**src/sv/pcg32_random_with_bounded_draws_macros.svh**
```systemverilog
// Assertion macros shared by the generator RTL.
`ifndef PCG32_RANDOM_WITH_BOUNDED_DRAWS_MACROS_SVH
`define PCG32_RANDOM_WITH_BOUNDED_DRAWS_MACROS_SVH
// Same-cycle implication, checked outside reset.
`define PCG_ASSERT_NOW(lbl, ante, cons, msg) \
	lbl: assert property (@(posedge clk) disable iff (!arst_n) (ante) |-> (cons)) else $error(msg);
// Next-cycle implication, checked outside reset.
`define PCG_ASSERT_NEXT(lbl, ante, cons, msg) \
	lbl: assert property (@(posedge clk) disable iff (!arst_n) (ante) |=> (cons)) else $error(msg);
`endif

```
**src/sv/pcg_pkg.sv**
```systemverilog
// Types, constants and helper functions of the PCG32 generator.
`timescale 1ns / 1ps
package pcg_pkg;
	localparam logic [63:0] PcgMult      = 64'h5851F42D4C957F2D;
	localparam logic [63:0] SeedReset    = 64'd42;
	localparam logic [63:0] StreamReset  = 64'd54;
	// State and increment seeded before the final step of a reset reseed.
	localparam logic [63:0] IncReset     = 64'd109;
	localparam logic [63:0] StatePreStep = 64'd151;

	localparam logic [2:0] ACT_RAW32  = 3'd0;
	localparam logic [2:0] ACT_RAW64  = 3'd1;
	localparam logic [2:0] ACT_BELOW  = 3'd2;
	localparam logic [2:0] ACT_SRANGE = 3'd3;
	localparam logic [2:0] ACT_FRANGE = 3'd4;
	localparam logic [2:0] ACT_CHANCE = 3'd5;
	localparam logic [2:0] ACT_RESEED = 3'd6;

	localparam logic CFG_SEED   = 1'b0;
	localparam logic CFG_STREAM = 1'b1;

	// Work kinds after decode.
	localparam logic [2:0] K_FIXED  = 3'd0;
	localparam logic [2:0] K_RAW    = 3'd1;
	localparam logic [2:0] K_RAW64  = 3'd2;
	localparam logic [2:0] K_BELOW  = 3'd3;
	localparam logic [2:0] K_CHANCE = 3'd4;
	localparam logic [2:0] K_RESEED = 3'd5;
	localparam logic [2:0] K_INIT   = 3'd6;

	typedef struct packed {
		logic capture;
		logic reseed;
		logic mul_a;
		logic mul_b;
		logic mul_c;
		logic adv;
		logic save_hi;
		logic mul_l;
		logic div_step;
		logic div_first;
		logic load_out;
	} cmd_t;

	typedef struct packed {
		logic [2:0] kind;
		logic       lo_lt_b;
		logic       lo_lt_t;
	} stat_t;

	// XSH-RR output permutation.
	function automatic logic [31:0] permute(input logic [63:0] s);
		logic [63:0] xs;
		logic [31:0] x;
		logic [63:0] dbl;
		xs  = (s >> 18) ^ s;
		x   = xs[58:27];
		dbl = {x, x} >> s[63:59];
		return dbl[31:0];
	endfunction
endpackage

```
**src/sv/pcg_if.sv**
```systemverilog
// Request and response channel interfaces.
`timescale 1ns / 1ps
interface pcg_req_if;
	logic               valid;
	logic               ready;
	logic [2:0]         action;
	logic [31:0]        bound;
	logic signed [31:0] range_low;
	logic signed [31:0] range_high;
	logic signed [31:0] probability;
	modport source (output valid, action, bound, range_low, range_high, probability,
		input ready);
	modport sink (input valid, action, bound, range_low, range_high, probability,
		output ready);
endinterface

interface pcg_rsp_if;
	logic        valid;
	logic        ready;
	logic [63:0] value;
	modport source (output valid, value, input ready);
	modport sink (input valid, value, output ready);
endinterface

```
**src/sv/pcg_dp.sv**
```systemverilog
// Datapath: LCG state, shared 32x32 multiplier, threshold divider, result register.
`timescale 1ns / 1ps
`include "pcg32_random_with_bounded_draws_macros.svh"
module pcg_dp (
	input  logic               clk,
	input  logic               arst_n,
	input  pcg_pkg::cmd_t      cmd,
	output pcg_pkg::stat_t     stat,
	input  logic [2:0]         action,
	input  logic [31:0]        bound,
	input  logic signed [31:0] range_low,
	input  logic signed [31:0] range_high,
	input  logic signed [31:0] probability,
	input  logic               cfg_we,
	input  logic               cfg_index,
	input  logic [63:0]        cfg_wdata,
	output logic [63:0]        value
);
	logic [63:0] state_q, inc_q, seed_q, stream_q;
	logic [2:0]  kind_q;
	logic [31:0] bnd_q, base_q, draw_q, hi_q, cross_q;
	logic [15:0] prob_q;
	logic [63:0] fix_q, p0_q, prod_q, value_q;
	logic [32:0] rem_q;

	logic [2:0]         kind_d;
	logic [31:0]        bnd_d, base_d;
	logic [63:0]        fix_d;
	logic signed [32:0] diff, span;
	logic [31:0]        mul_x, mul_y;
	logic [63:0]        mul_p;
	logic [32:0]        rem_sh;
	logic [63:0]        new_inc;

	// Decode the request into a work kind, bound and base.
	always_comb begin
		diff   = 33'(range_high) - 33'(range_low);
		span   = diff + 33'sd1;
		kind_d = pcg_pkg::K_FIXED;
		bnd_d  = bound;
		base_d = '0;
		fix_d  = '0;
		case (action)
			pcg_pkg::ACT_RAW32: kind_d = pcg_pkg::K_RAW;
			pcg_pkg::ACT_RAW64: kind_d = pcg_pkg::K_RAW64;
			pcg_pkg::ACT_BELOW: begin
				if (bound != '0) kind_d = pcg_pkg::K_BELOW;
			end
			pcg_pkg::ACT_SRANGE: begin
				base_d = range_low;
				fix_d  = {32'd0, range_low};
				if (!diff[32]) begin
					kind_d = span[32] ? pcg_pkg::K_RAW : pcg_pkg::K_BELOW;
					bnd_d  = span[31:0];
				end
			end
			pcg_pkg::ACT_FRANGE: begin
				base_d = range_low;
				fix_d  = {32'd0, range_low};
				if (!diff[32] && diff != '0) begin
					kind_d = pcg_pkg::K_BELOW;
					bnd_d  = diff[31:0];
				end
			end
			pcg_pkg::ACT_CHANCE: begin
				if (probability <= 0) fix_d = 64'd0;
				else if (probability >= 32'sd65536) fix_d = 64'd1;
				else kind_d = pcg_pkg::K_CHANCE;
			end
			pcg_pkg::ACT_RESEED: kind_d = pcg_pkg::K_RESEED;
			default: kind_d = pcg_pkg::K_FIXED;
		endcase
	end

	// One shared multiplier, operands picked by the active step.
	always_comb begin
		mul_x = state_q[31:0];
		mul_y = pcg_pkg::PcgMult[31:0];
		if (cmd.mul_b) mul_y = pcg_pkg::PcgMult[63:32];
		if (cmd.mul_c) mul_x = state_q[63:32];
		if (cmd.mul_l) begin
			mul_x = draw_q;
			mul_y = bnd_q;
		end
		mul_p = 64'(mul_x) * 64'(mul_y);
	end

	assign rem_sh  = cmd.div_first ? 33'd1 : {rem_q[31:0], 1'b0};
	assign new_inc = {stream_q[62:0], 1'b1};

	always_ff @(posedge clk or negedge arst_n) begin
		if (!arst_n) begin
			state_q  <= pcg_pkg::StatePreStep;
			inc_q    <= pcg_pkg::IncReset;
			seed_q   <= pcg_pkg::SeedReset;
			stream_q <= pcg_pkg::StreamReset;
			kind_q   <= pcg_pkg::K_INIT;
		end else begin
			if (cfg_we && cfg_index == pcg_pkg::CFG_SEED) seed_q <= cfg_wdata;
			if (cfg_we && cfg_index == pcg_pkg::CFG_STREAM) stream_q <= cfg_wdata;
			if (cmd.capture) kind_q <= kind_d;
			if (cmd.reseed) begin
				inc_q   <= new_inc;
				state_q <= new_inc + seed_q;
			end
			if (cmd.adv) state_q <= p0_q + {cross_q, 32'd0} + inc_q;
		end
	end

	always_ff @(posedge clk) begin
		if (cmd.capture) begin
			bnd_q  <= bnd_d;
			base_q <= base_d;
			fix_q  <= fix_d;
			prob_q <= probability[15:0];
		end
		if (cmd.mul_a) p0_q <= mul_p;
		if (cmd.mul_b) cross_q <= mul_p[31:0];
		if (cmd.mul_c) cross_q <= cross_q + mul_p[31:0];
		if (cmd.adv) draw_q <= pcg_pkg::permute(state_q);
		if (cmd.save_hi) hi_q <= draw_q;
		if (cmd.mul_l) prod_q <= mul_p;
		if (cmd.div_step) rem_q <= (rem_sh >= 33'(bnd_q)) ? rem_sh - 33'(bnd_q) : rem_sh;
		if (cmd.load_out) begin
			case (kind_q)
				pcg_pkg::K_RAW:    value_q <= {32'd0, base_q + draw_q};
				pcg_pkg::K_RAW64:  value_q <= {hi_q, draw_q};
				pcg_pkg::K_BELOW:  value_q <= {32'd0, base_q + prod_q[63:32]};
				pcg_pkg::K_CHANCE: value_q <= {63'd0, draw_q[31:16] < prob_q};
				pcg_pkg::K_FIXED:  value_q <= fix_q;
				default:           value_q <= '0;
			endcase
		end
	end

	assign stat.kind    = kind_q;
	assign stat.lo_lt_b = prod_q[31:0] < bnd_q;
	assign stat.lo_lt_t = prod_q[31:0] < rem_q[31:0];
	assign value        = value_q;

	`PCG_ASSERT_NEXT(a_reseed_inc_odd, cmd.reseed, inc_q[0], "increment not odd after reseed")
	`PCG_ASSERT_NOW(a_div_rem_below, cmd.div_step && !cmd.div_first, rem_q < 33'(bnd_q), "remainder not below bound")
	`PCG_ASSERT_NOW(a_mul_one_hot, 1'b1, $onehot0({cmd.mul_a, cmd.mul_b, cmd.mul_c, cmd.mul_l}), "multiplier claimed twice")
endmodule

```
**src/sv/pcg_ctrl.sv**
```systemverilog
// Controller: sequences draws, bounded-draw checks and the threshold division.
`timescale 1ns / 1ps
`include "pcg32_random_with_bounded_draws_macros.svh"
module pcg_ctrl (
	input  logic           clk,
	input  logic           arst_n,
	input  logic           in_valid,
	output logic           in_ready,
	output logic           out_valid,
	input  logic           out_ready,
	input  pcg_pkg::stat_t stat,
	output pcg_pkg::cmd_t  cmd
);
	localparam logic [3:0] S_IDLE = 4'd0;
	localparam logic [3:0] S_DEC  = 4'd1;
	localparam logic [3:0] S_RS   = 4'd2;
	localparam logic [3:0] S_MA   = 4'd3;
	localparam logic [3:0] S_MB   = 4'd4;
	localparam logic [3:0] S_MC   = 4'd5;
	localparam logic [3:0] S_ADV  = 4'd6;
	localparam logic [3:0] S_POST = 4'd7;
	localparam logic [3:0] S_ML   = 4'd8;
	localparam logic [3:0] S_CHK  = 4'd9;
	localparam logic [3:0] S_DIV  = 4'd10;
	localparam logic [3:0] S_FIN  = 4'd11;

	logic [3:0] state_q, state_d;
	logic [5:0] cnt_q;
	logic       second_q, thr_ok_q, out_valid_q;
	logic       slot_free;

	assign slot_free = !out_valid_q || out_ready;
	assign in_ready  = (state_q == S_IDLE);
	assign out_valid = out_valid_q;

	always_comb begin
		state_d = state_q;
		cmd     = '0;
		case (state_q)
			S_IDLE: begin
				cmd.capture = in_valid;
				if (in_valid) state_d = S_DEC;
			end
			S_DEC: begin
				case (stat.kind)
					pcg_pkg::K_FIXED:  state_d = S_FIN;
					pcg_pkg::K_RESEED: state_d = S_RS;
					default:           state_d = S_MA;
				endcase
			end
			S_RS: begin
				cmd.reseed = 1'b1;
				state_d    = S_MA;
			end
			S_MA: begin
				cmd.mul_a = 1'b1;
				state_d   = S_MB;
			end
			S_MB: begin
				cmd.mul_b = 1'b1;
				state_d   = S_MC;
			end
			S_MC: begin
				cmd.mul_c = 1'b1;
				state_d   = S_ADV;
			end
			S_ADV: begin
				cmd.adv = 1'b1;
				state_d = S_POST;
			end
			S_POST: begin
				case (stat.kind)
					pcg_pkg::K_INIT:  state_d = S_IDLE;
					pcg_pkg::K_BELOW: state_d = S_ML;
					pcg_pkg::K_RAW64: begin
						cmd.save_hi = !second_q;
						state_d     = second_q ? S_FIN : S_MA;
					end
					default: state_d = S_FIN;
				endcase
			end
			S_ML: begin
				cmd.mul_l = 1'b1;
				state_d   = S_CHK;
			end
			S_CHK: begin
				if (!stat.lo_lt_b) state_d = S_FIN;
				else if (!thr_ok_q) state_d = S_DIV;
				else if (stat.lo_lt_t) state_d = S_MA;
				else state_d = S_FIN;
			end
			S_DIV: begin
				cmd.div_step  = 1'b1;
				cmd.div_first = (cnt_q == '0);
				if (cnt_q == 6'd32) state_d = S_CHK;
			end
			S_FIN: begin
				cmd.load_out = slot_free;
				if (slot_free) state_d = S_IDLE;
			end
			default: state_d = S_IDLE;
		endcase
	end

	always_ff @(posedge clk or negedge arst_n) begin
		if (!arst_n) begin
			state_q     <= S_MA;
			cnt_q       <= '0;
			second_q    <= 1'b0;
			thr_ok_q    <= 1'b0;
			out_valid_q <= 1'b0;
		end else begin
			state_q <= state_d;
			if (cmd.capture) begin
				second_q <= 1'b0;
				thr_ok_q <= 1'b0;
			end
			if (cmd.save_hi) second_q <= 1'b1;
			// Count division steps; mark the threshold ready on the last one.
			if (state_q == S_DIV) begin
				cnt_q <= cnt_q + 6'd1;
				if (cnt_q == 6'd32) begin
					thr_ok_q <= 1'b1;
					cnt_q    <= '0;
				end
			end
			if (cmd.load_out) out_valid_q <= 1'b1;
			else if (out_ready) out_valid_q <= 1'b0;
		end
	end

	`PCG_ASSERT_NOW(a_div_count, state_q == S_DIV, cnt_q <= 6'd32, "division ran past 33 steps")
	`PCG_ASSERT_NEXT(a_result_held, out_valid_q && !out_ready, out_valid_q, "result dropped before taken")
	`PCG_ASSERT_NEXT(a_fin_loads, state_q == S_FIN && slot_free, out_valid_q && state_q == S_IDLE, "result not posted")
	`PCG_ASSERT_NOW(a_redraw_needs_thr, state_q == S_CHK && state_d == S_MA, thr_ok_q, "redraw without threshold")
endmodule

```
**src/sv/pcg32_random_with_bounded_draws.sv**
```systemverilog
// Top level of the PCG32 generator with bounded draws.
`timescale 1ns / 1ps
// PCG32 (XSH-RR) generator taking one request transaction at a time and giving one response
// transaction per request. Every draw runs the 64-bit LCG step through a single shared 32x32
// multiplier in three partial products plus an add step. Decode and result posting are steps
// of their own; a 64-bit draw runs two draws, and a request answered without a draw (zero
// bound, malformed range, chance at its limits, unused action) needs only those. Bounded draws
// add a bound multiply and check; when the low product word falls below the bound, the
// rejection threshold 2^32 mod bound is found by a restoring divider, once per request,
// followed by one more check, and each rejected draw runs another draw. A reseed loads the
// increment and state from the stream and seed registers before its draw. After reset the
// block finishes the seeding step and accepts no request meanwhile; configuration writes
// are taken at any time. Registers: index 0 seed, index 1 stream; writes take effect at the
// next reseed. The response register holds a finished result while the next request is taken.
module pcg32_random_with_bounded_draws (
	input  logic           clk,
	input  logic           arst_n,
	pcg_req_if.sink        req,
	pcg_rsp_if.source      rsp,
	input  logic           cfg_we,
	input  logic           cfg_index,
	input  logic [63:0]    cfg_wdata
);
	pcg_pkg::cmd_t  cmd;
	pcg_pkg::stat_t stat;

	// Sequence each transaction through the draw and check steps.
	pcg_ctrl u_ctrl (
		.clk       (clk),
		.arst_n    (arst_n),
		.in_valid  (req.valid),
		.in_ready  (req.ready),
		.out_valid (rsp.valid),
		.out_ready (rsp.ready),
		.stat      (stat),
		.cmd       (cmd)
	);

	// Hold generator state and do the arithmetic.
	pcg_dp u_dp (
		.clk         (clk),
		.arst_n      (arst_n),
		.cmd         (cmd),
		.stat        (stat),
		.action      (req.action),
		.bound       (req.bound),
		.range_low   (req.range_low),
		.range_high  (req.range_high),
		.probability (req.probability),
		.cfg_we      (cfg_we),
		.cfg_index   (cfg_index),
		.cfg_wdata   (cfg_wdata),
		.value       (rsp.value)
	);
endmodule
```
**src/flat_wrapper.sv**
```systemverilog
// flat-port wrapper written by rule: the top's interface ports become plain ports
module pcg32_random_with_bounded_draws_flat 
  (clk, arst_n, cfg_we, cfg_index, cfg_wdata, req_valid, req_action, req_bound, req_range_low, req_range_high, req_probability, req_ready, rsp_valid, rsp_value, rsp_ready);
  pcg_req_if req_i ();
  pcg_rsp_if rsp_i ();
  input  logic clk;
  input  logic arst_n;
  input  logic cfg_we;
  input  logic cfg_index;
  input  logic [63:0] cfg_wdata;
  input wire logic [$bits(req_i.valid)-1:0] req_valid;
  input wire logic [$bits(req_i.action)-1:0] req_action;
  input wire logic [$bits(req_i.bound)-1:0] req_bound;
  input wire logic [$bits(req_i.range_low)-1:0] req_range_low;
  input wire logic [$bits(req_i.range_high)-1:0] req_range_high;
  input wire logic [$bits(req_i.probability)-1:0] req_probability;
  output wire logic [$bits(req_i.ready)-1:0] req_ready;
  output wire logic [$bits(rsp_i.valid)-1:0] rsp_valid;
  output wire logic [$bits(rsp_i.value)-1:0] rsp_value;
  input wire logic [$bits(rsp_i.ready)-1:0] rsp_ready;
  assign req_i.valid = req_valid;
  assign req_i.action = req_action;
  assign req_i.bound = req_bound;
  assign req_i.range_low = req_range_low;
  assign req_i.range_high = req_range_high;
  assign req_i.probability = req_probability;
  assign req_ready = req_i.ready;
  assign rsp_valid = rsp_i.valid;
  assign rsp_value = rsp_i.value;
  assign rsp_i.ready = rsp_ready;
  pcg32_random_with_bounded_draws u_core (.clk(clk), .arst_n(arst_n), .req(req_i), .rsp(rsp_i), .cfg_we(cfg_we), .cfg_index(cfg_index), .cfg_wdata(cfg_wdata));
endmodule
```
**config.mk**
```make
export PLATFORM = sky130hd
export DESIGN_NAME = pcg32_random_with_bounded_draws_flat
export DESIGN_NICKNAME = d
export VERILOG_FILES = /design/src/sv/pcg_pkg.sv /design/src/sv/pcg_if.sv /design/src/sv/pcg_dp.sv /design/src/sv/pcg_ctrl.sv /design/src/sv/pcg32_random_with_bounded_draws.sv /design/src/flat_wrapper.sv
export VERILOG_INCLUDE_DIRS = /design/src /design/src/sv
export SDC_FILE = /design/constraint.sdc
export NUM_CORES = 2
export LEC_CHECK = 0
export ABC_AREA = 1
export BUFFER_PORTS_ARGS = -buffer_cell sky130_fd_sc_hd__buf_4
export CAP_MARGIN = 25
export CELL_PAD_IN_SITES_DETAIL_PLACEMENT = 1
export CELL_PAD_IN_SITES_GLOBAL_PLACEMENT = 2
export CORE_AREA = 2 2 443 445
export CTS_BUF_LIST = sky130_fd_sc_hd__clkbuf_2 sky130_fd_sc_hd__clkbuf_4 sky130_fd_sc_hd__clkbuf_8
export DETAILED_ROUTE_END_ITERATION = 6
export DIE_AREA = 0 0 445 447
export PLACE_DENSITY = 0.95
export SYNTH_ARGS = -nofsm -noshare
export SYNTH_HDL_FRONTEND = slang
export SYNTH_SLANG_ARGS = --single-unit
```
**constraint.sdc**
```tcl
create_clock -name clk -period 15.8 [get_ports clk]
set_input_delay 1.58 -clock clk [delete_from_list [all_inputs] [get_ports clk]]
set_output_delay 1.58 -clock clk [all_outputs]
set_load 0.01 [all_outputs]
```
== Word-level counts from Yosys, hierarchy flattened ==
Cells that the tools add are included.

* Bits in writable memories: 0
* Memories kept: 0
* Output and inout port bits: 66
* Logic and storage cells: 140
* Flip-flop bits (word level): 734
* Input bits: 201
* Bits in latches: 0
* Memory bits (read-only): 0

* Add/subtract/negate cells: 10
* Reduce and logical (&&, ||, !) cells: 19
* Eq/ne operators: 27
* Shift operators: 1
* $lt $le $gt $ge: 6
* Multiply operators: 1
* Divide/modulo/power cells: 0
* Bitwise logic cells: 2
* Mux-type cells: 53

{| class="wikitable"
|+ Operators with widths
! cell !! number
|-
| $pmux W64 S5 || 1
|-
| $mux W32 || 8
|-
| $add A64 B64 Y64 || 3
|-
| $mux W64 || 2
|-
| $pmux W32 S2 || 2
|-
| $add A32 B32 Y32 || 3
|-
| $lt A32 B32 Y1 || 2
|-
| $mul A32 B32 Y64 || 1
|-
| $shr A64 B5 Y32 || 1
|-
| $xor A46 B59 Y59 || 1
|-
| $pmux W4 S12 || 1
|-
| $add A33 B2 Y33 const B || 1
|-
| $ge A33 B32 Y1 || 1
|-
| $mux W33 || 1
|-
| $reduce_bool A33 Y1 || 1
|-
| $sub A32 B32 Y33 || 1
|-
| $ge A32 B18 Y1 const B || 1
|-
| $le A32 B1 Y1 const B || 1
|-
| $reduce_bool A32 Y1 || 1
|-
| $sub A32 B32 Y32 || 1
|-
| $mux W29 || 1
|-
| $mux W4 || 7
|-
| $pmux W3 S7 || 1
|-
| $mux W1 || 19
|-
| other kinds (26) || 57
|}

== Logic depth before layout (Yosys ltp) ==
* Word-level depth: 7
* Gate-level depth with buffers: 49
* Gate-level depth less buffers: 46

== Cells and area by module ==
From an unflattened synthesis, not the netlist that was laid out.

* Cell total of the unflattened synthesis: 10,652
* Area total of the unflattened synthesis: 82,748.1 um^2

{| class="wikitable"
|+ By module, submodules not included
! module !! cells each !! instances !! area each (um^2)
|-
| pcg_dp || 10,518 || 1 || 81,852.3
|-
| pcg_ctrl || 134 || 1 || 895.9
|}

== Least setup slack after synthesis ==
No wires, ideal clock.

* Path kind: reg2reg
* From: register u_core.u_ctrl.state_q[2]
* To: register u_core.u_dp.cross_q[31], data pin
* Data arrival time: 9.920 ns
* Cell stages (with the launch flop): 39
* Clock period less this slack: 10.178 ns
* Path slack: 5.622 ns
* Cells stage by stage: dfrtp_1 nor2_4 inv_2 nor2_4 clkbuf_1 nand2_1 nand2_1 clkbuf_1 nor2_1 fa_1 fa_1 inv_1 fa_1 inv_1 fa_1 inv_1 fa_1 inv_1 [3 not listed] ha_1 nand2_1 nor2_1 inv_1 nor2_1 and3_1 nand2_1 nand3_1 xor2_1 ha_1 a21oi_1 o21ai_0 a21oi_1 o21ai_0 a21oi_1 nor2_1 o21ai_0 nand2_1

* Longest elaborated chain between the ends: 7
* Elaborated cells on any way between the ends: 14
* Those cells by class: 1 x add/sub; 1 x mul; 3 x eq/ne; 9 x mux

{| class="wikitable"
|+ RTL lines
! what !! line !! text
|-
| start, declared || pcg_ctrl.sv:27 || <nowiki>logic [3:0] state_q, state_d;</nowiki>
|-
| start signal, assigned || pcg_ctrl.sv:113 || <nowiki>state_q <= state_d;</nowiki>
|-
| $eq A4 B3 Y1 || pcg_ctrl.sv:39 || <nowiki>case (state_q)</nowiki>
|-
| $mux W1 || pcg_ctrl.sv:39 ||
|-
| $mux W32 or $mux W29 (tied branches) || pcg_dp.sv:80, pcg_dp.sv:79 ||
|-
| $mux W32 || pcg_dp.sv:81 || <nowiki>if (cmd.mul_l) begin</nowiki>
|-
| $mul A32 B32 Y64 (*) || pcg_dp.sv:85 || <nowiki>mul_p = 64'(mul_x) * 64'(mul_y);</nowiki>
|-
| net u_core.u_dp.mul_p[26] || pcg_dp.sv:31 || <nowiki>logic [63:0] mul_p;</nowiki>
|-
| $add A32 B32 Y32 (*) || pcg_dp.sv:119 || <nowiki>if (cmd.mul_c) cross_q <= cross_q + mul_p[31:0];</nowiki>
|-
| $mux W32 (*) || pcg_dp.sv:119 ||
|-
| end signal, assigned || pcg_dp.sv:118 || <nowiki>if (cmd.mul_b) cross_q <= mul_p[31:0];</nowiki>
|-
| end signal, assigned || pcg_dp.sv:119 ||
|-
| end, declared || pcg_dp.sv:21 || <nowiki>logic [31:0] bnd_q, base_q, draw_q, hi_q, cross_q;</nowiki>
|}

Mark *: on every way through the listed nets, which the timed path passes. The rest lies on a longest branch. The select of a mux whose other input is x is not followed.
A chain may end at the register's enable or synchronous reset.

== Worst setup path in the final report ==
* From: register u_core.u_ctrl.state_q[2]
* To: register u_core.u_dp.cross_q[29], data pin

Same word-level chain as after synthesis.

==> results.md <==
* Share of cells above drive strength 1 at 7.411%
* Most frequent CP cell: inv_1
* Fin. Hold Viols at 0
* Rows at 162
* Max-cap viol count at 0
* Hold WC Path Type: register to register
* Req. time, crit path at 16,430 ps
* Crit-path leading delay family: adder cells
* Post-Syn Nets at 12.40k
* H-tree levels at 4
* Final worst-path cycle share at 75.26%
* GR Util All Layers at 38.88%
* Num CTS Buffers at 139
* WS Path Type: register to register
* Seq. cell area at 19,750 um^2
* Min-delay src: u_core.u_dp.inc_q[2]
* PortBufs at 266
* Synth top area share at 22.52%
* Fill cell count at 23.95k
* Post-synth EDFFs at 432
* RSZ-0062 raised after global routing: no
* Headroom to the max-slew limit at 19.97%
* Synth top cells by count: nand2_1 (2,617), inv_1 (1,910), nor2_1 (1,095)
* CTS tree: done
* Crit. End Element: register
* Count of cell types in the netlist at 70
* CP bufs+invs at 13
* Crit-path max cell delay at 830 ps
* Clock Tree Buf Depth at 3
* CP Max Fanout at 58
* Initial Util at 42.71%
* Vias in the first global route at 81.51k
* Remaining Overflow, GRT at 0
* Arr. time, crit path at 12,520 ps
* CTS Hold Buffers Added at 0
* Cells after Synth at 10.64k
* DR vias/cell at 5.756
* CP startpoint: u_core.u_ctrl.state_q[2]
* Slew Viols, Final at 0
* Clock transition at the registers of the reported paths at 60 ps
* Final cell count without fillers at 13.55k
* CTS root buf: clkbuf_8
* Chip height at 447 um
* Remaining DRCs at 0
* Final TNS setup at 0 ps
* Achievable Freq at 84.10 MHz
* Skew final at 67.86 ps
* Yosys warns at 0
* Drt wl/cell at 28.63 um
* Remaining antenna violation count at 0
* Worst setup SP type: register
* Worst slew pin tran at 1188 ps
* Primary FF master, synth: edfxtp_1
* Die Width at 445 um
* Pin count of the biggest net entering global routing at 96
* Syn avg cell area at 7.797 um^2
* Final HPWL DP at 318,100 um
* Seq/Total Area, Yosys at 23.82%
* Placed Instances at 13.28k
* Multi-input logic area at 54,750 um^2
* Fin nets at 12.65k
* Asr flop ratio synth at 38.46%
* Number of clock sinks at 702
* Run status: complete, no violations
* CP max stage cell: inv_1
* Clock latency on the worst-skew pair at 940 ps
* Area Overhead vs Synth at 10.24%
* Synth top area cells: fa_1 (23%), edfxtp_1 (16%), nand2_1 (12%), ha_1 (9.5%), inv_1 (8.6%)
* # setup viols final at 0
* Count leader, synth: nand2_1
* Area leader, netlist: fa_1
* Core footprint at 194,200 um^2
* #FFs+latches synth at 702
* I/O pins at 267
* Vias at 78.01k
* Gpl congestion at 1.016
* Die footprint at 198,900 um^2
* First-pass GRT wire length at 559,100 um
* Initial DRC count at 7,733
* Post-CTS sizing at 0
* Initial antenna violation count at 40
* Final Critical Period at 11,890 ps
* Final WL at 388,000 um
* Mapped Area at 82,930 um^2
* Worst R2R Start: u_core.u_ctrl.state_q[2]
* Setup bufs post-CTS at 0
* 1st-pass router iterations at 6
[worst paths after layout]
path	end	slack (ps)	cells past startpoint
worst max-delay path	u_core.u_dp.cross_q[29]	3910	42
worst min-delay path	u_core.u_dp.inc_q[2]	470	2
worst max register to register	u_core.u_dp.cross_q[29]	3910	42
worst min register to register	u_core.u_dp.inc_q[2]	470	2
max in group asynchronous	u_core.u_dp.state_q[7]	13170	4
min in group asynchronous	u_core.u_dp.seed_q[54]	620	1
[final cells by class]
class | count | area share [%]
multi-input combinational | 7656 | 59.89
timing repair buffer | 425 | 3.594
clock buffer | 185 | 2.566
antenna | 12 | 0.03285
inverter | 1961 | 8.056
sequential | 702 | 21.61
tap | 2542 | 3.479
clock inverter | 68 | 0.7733
[worst reg2reg max path: cells and delay by family, from the launching register on]
family | cells | cell delay, ps
adders and majority gates | 10 | 4950
buffers and inverters | 13 | 2610
and+or+nand+nor | 15 | 2080
AOI/OAI and AO/OA | 3 | 970
DFF | 1 | 510
xor gates and xnor gates | 1 | 500
[sequential cells by signal, summed over array words and instances, names as in the netlist, 3 cells and up]
signal / count
u_core.u_dp.p0_q: 64
u_core.u_dp.seed_q: 64
u_core.u_dp.kind_q: 3
u_core.u_dp.state_q: 64
u_core.u_dp.fix_q: 32
u_core.u_dp.bnd_q: 32
u_core.u_dp.draw_q: 32
u_core.u_dp.value: 64
u_core.u_dp.hi_q: 32
u_core.u_dp.inc_q: 63
u_core.u_dp.rem_q: 32
u_core.u_dp.base_q: 32
u_core.u_ctrl.state_q: 4
u_core.u_dp.cross_q: 32
u_core.u_dp.prob_q: 16
u_core.u_ctrl.cnt_q: 6
u_core.u_dp.stream_q: 63
u_core.u_dp.prod_q: 64
[cell usage in the layout (no fill, tap or decap), types with 31 or more instances in the layout]
cell type  instances
inv_1           1905
nand4_1           65
clkinv_1          56
nor3_1            57
nor4_1            34
xnor2_1           58
dfrtp_1          250
ha_1             627
o211ai_1          71
nand2_1         2615
fa_1             933
o21bai_1          35
buf_4            414
clkbuf_8         153
nor2_1          1078
o21ai_1           44
o21a_1            49
edfxtp_1         432
clkbuf_4          32
a21oi_1          506
xor2_1           121
a21o_1            45
a31oi_1           49
mux2i_1           31
o21ai_0          617
nand3_1          384
[cell families after synthesis]
logic type	after synthesis	synth area share [%]
xor gates and xnor gates	192	2.037
muxes	32	0.3878
buffers and inverters	2278	10.43
AOI/OAI and AO/OA	1514	10.19
and+or+nand+nor	4358	21.15
adders and majority gates	1560	31.98
DFF	702	23.82
[layer usage]
layer	GRT usage, %	up-vias	part of all wire, %
li1	-	34008	-
met1	51.62	39630	41
met2	60.35	3531	44
met3	8.681	818	9.3
met4	18.14	18	5.4
met5	0	-	0.027
[metrics by stage]
step	setup slack, ps	area, um^2	util (%)	hold slack [ps]
final	3909	91420	47.08	473.2
after global routing	3417	91390	47.06	491.7
after CTS	4059	91270	47.00	481.4
after detailed placement	4110	88210	45.43	470.0
after global placement	3972	88150	45.40	468.2
after floorplan	5622	82930	-	424.4
Power is left out: the tool's default activity adds up to more than one toggle a clock period on the data nets, which glitch-free logic cannot reach.
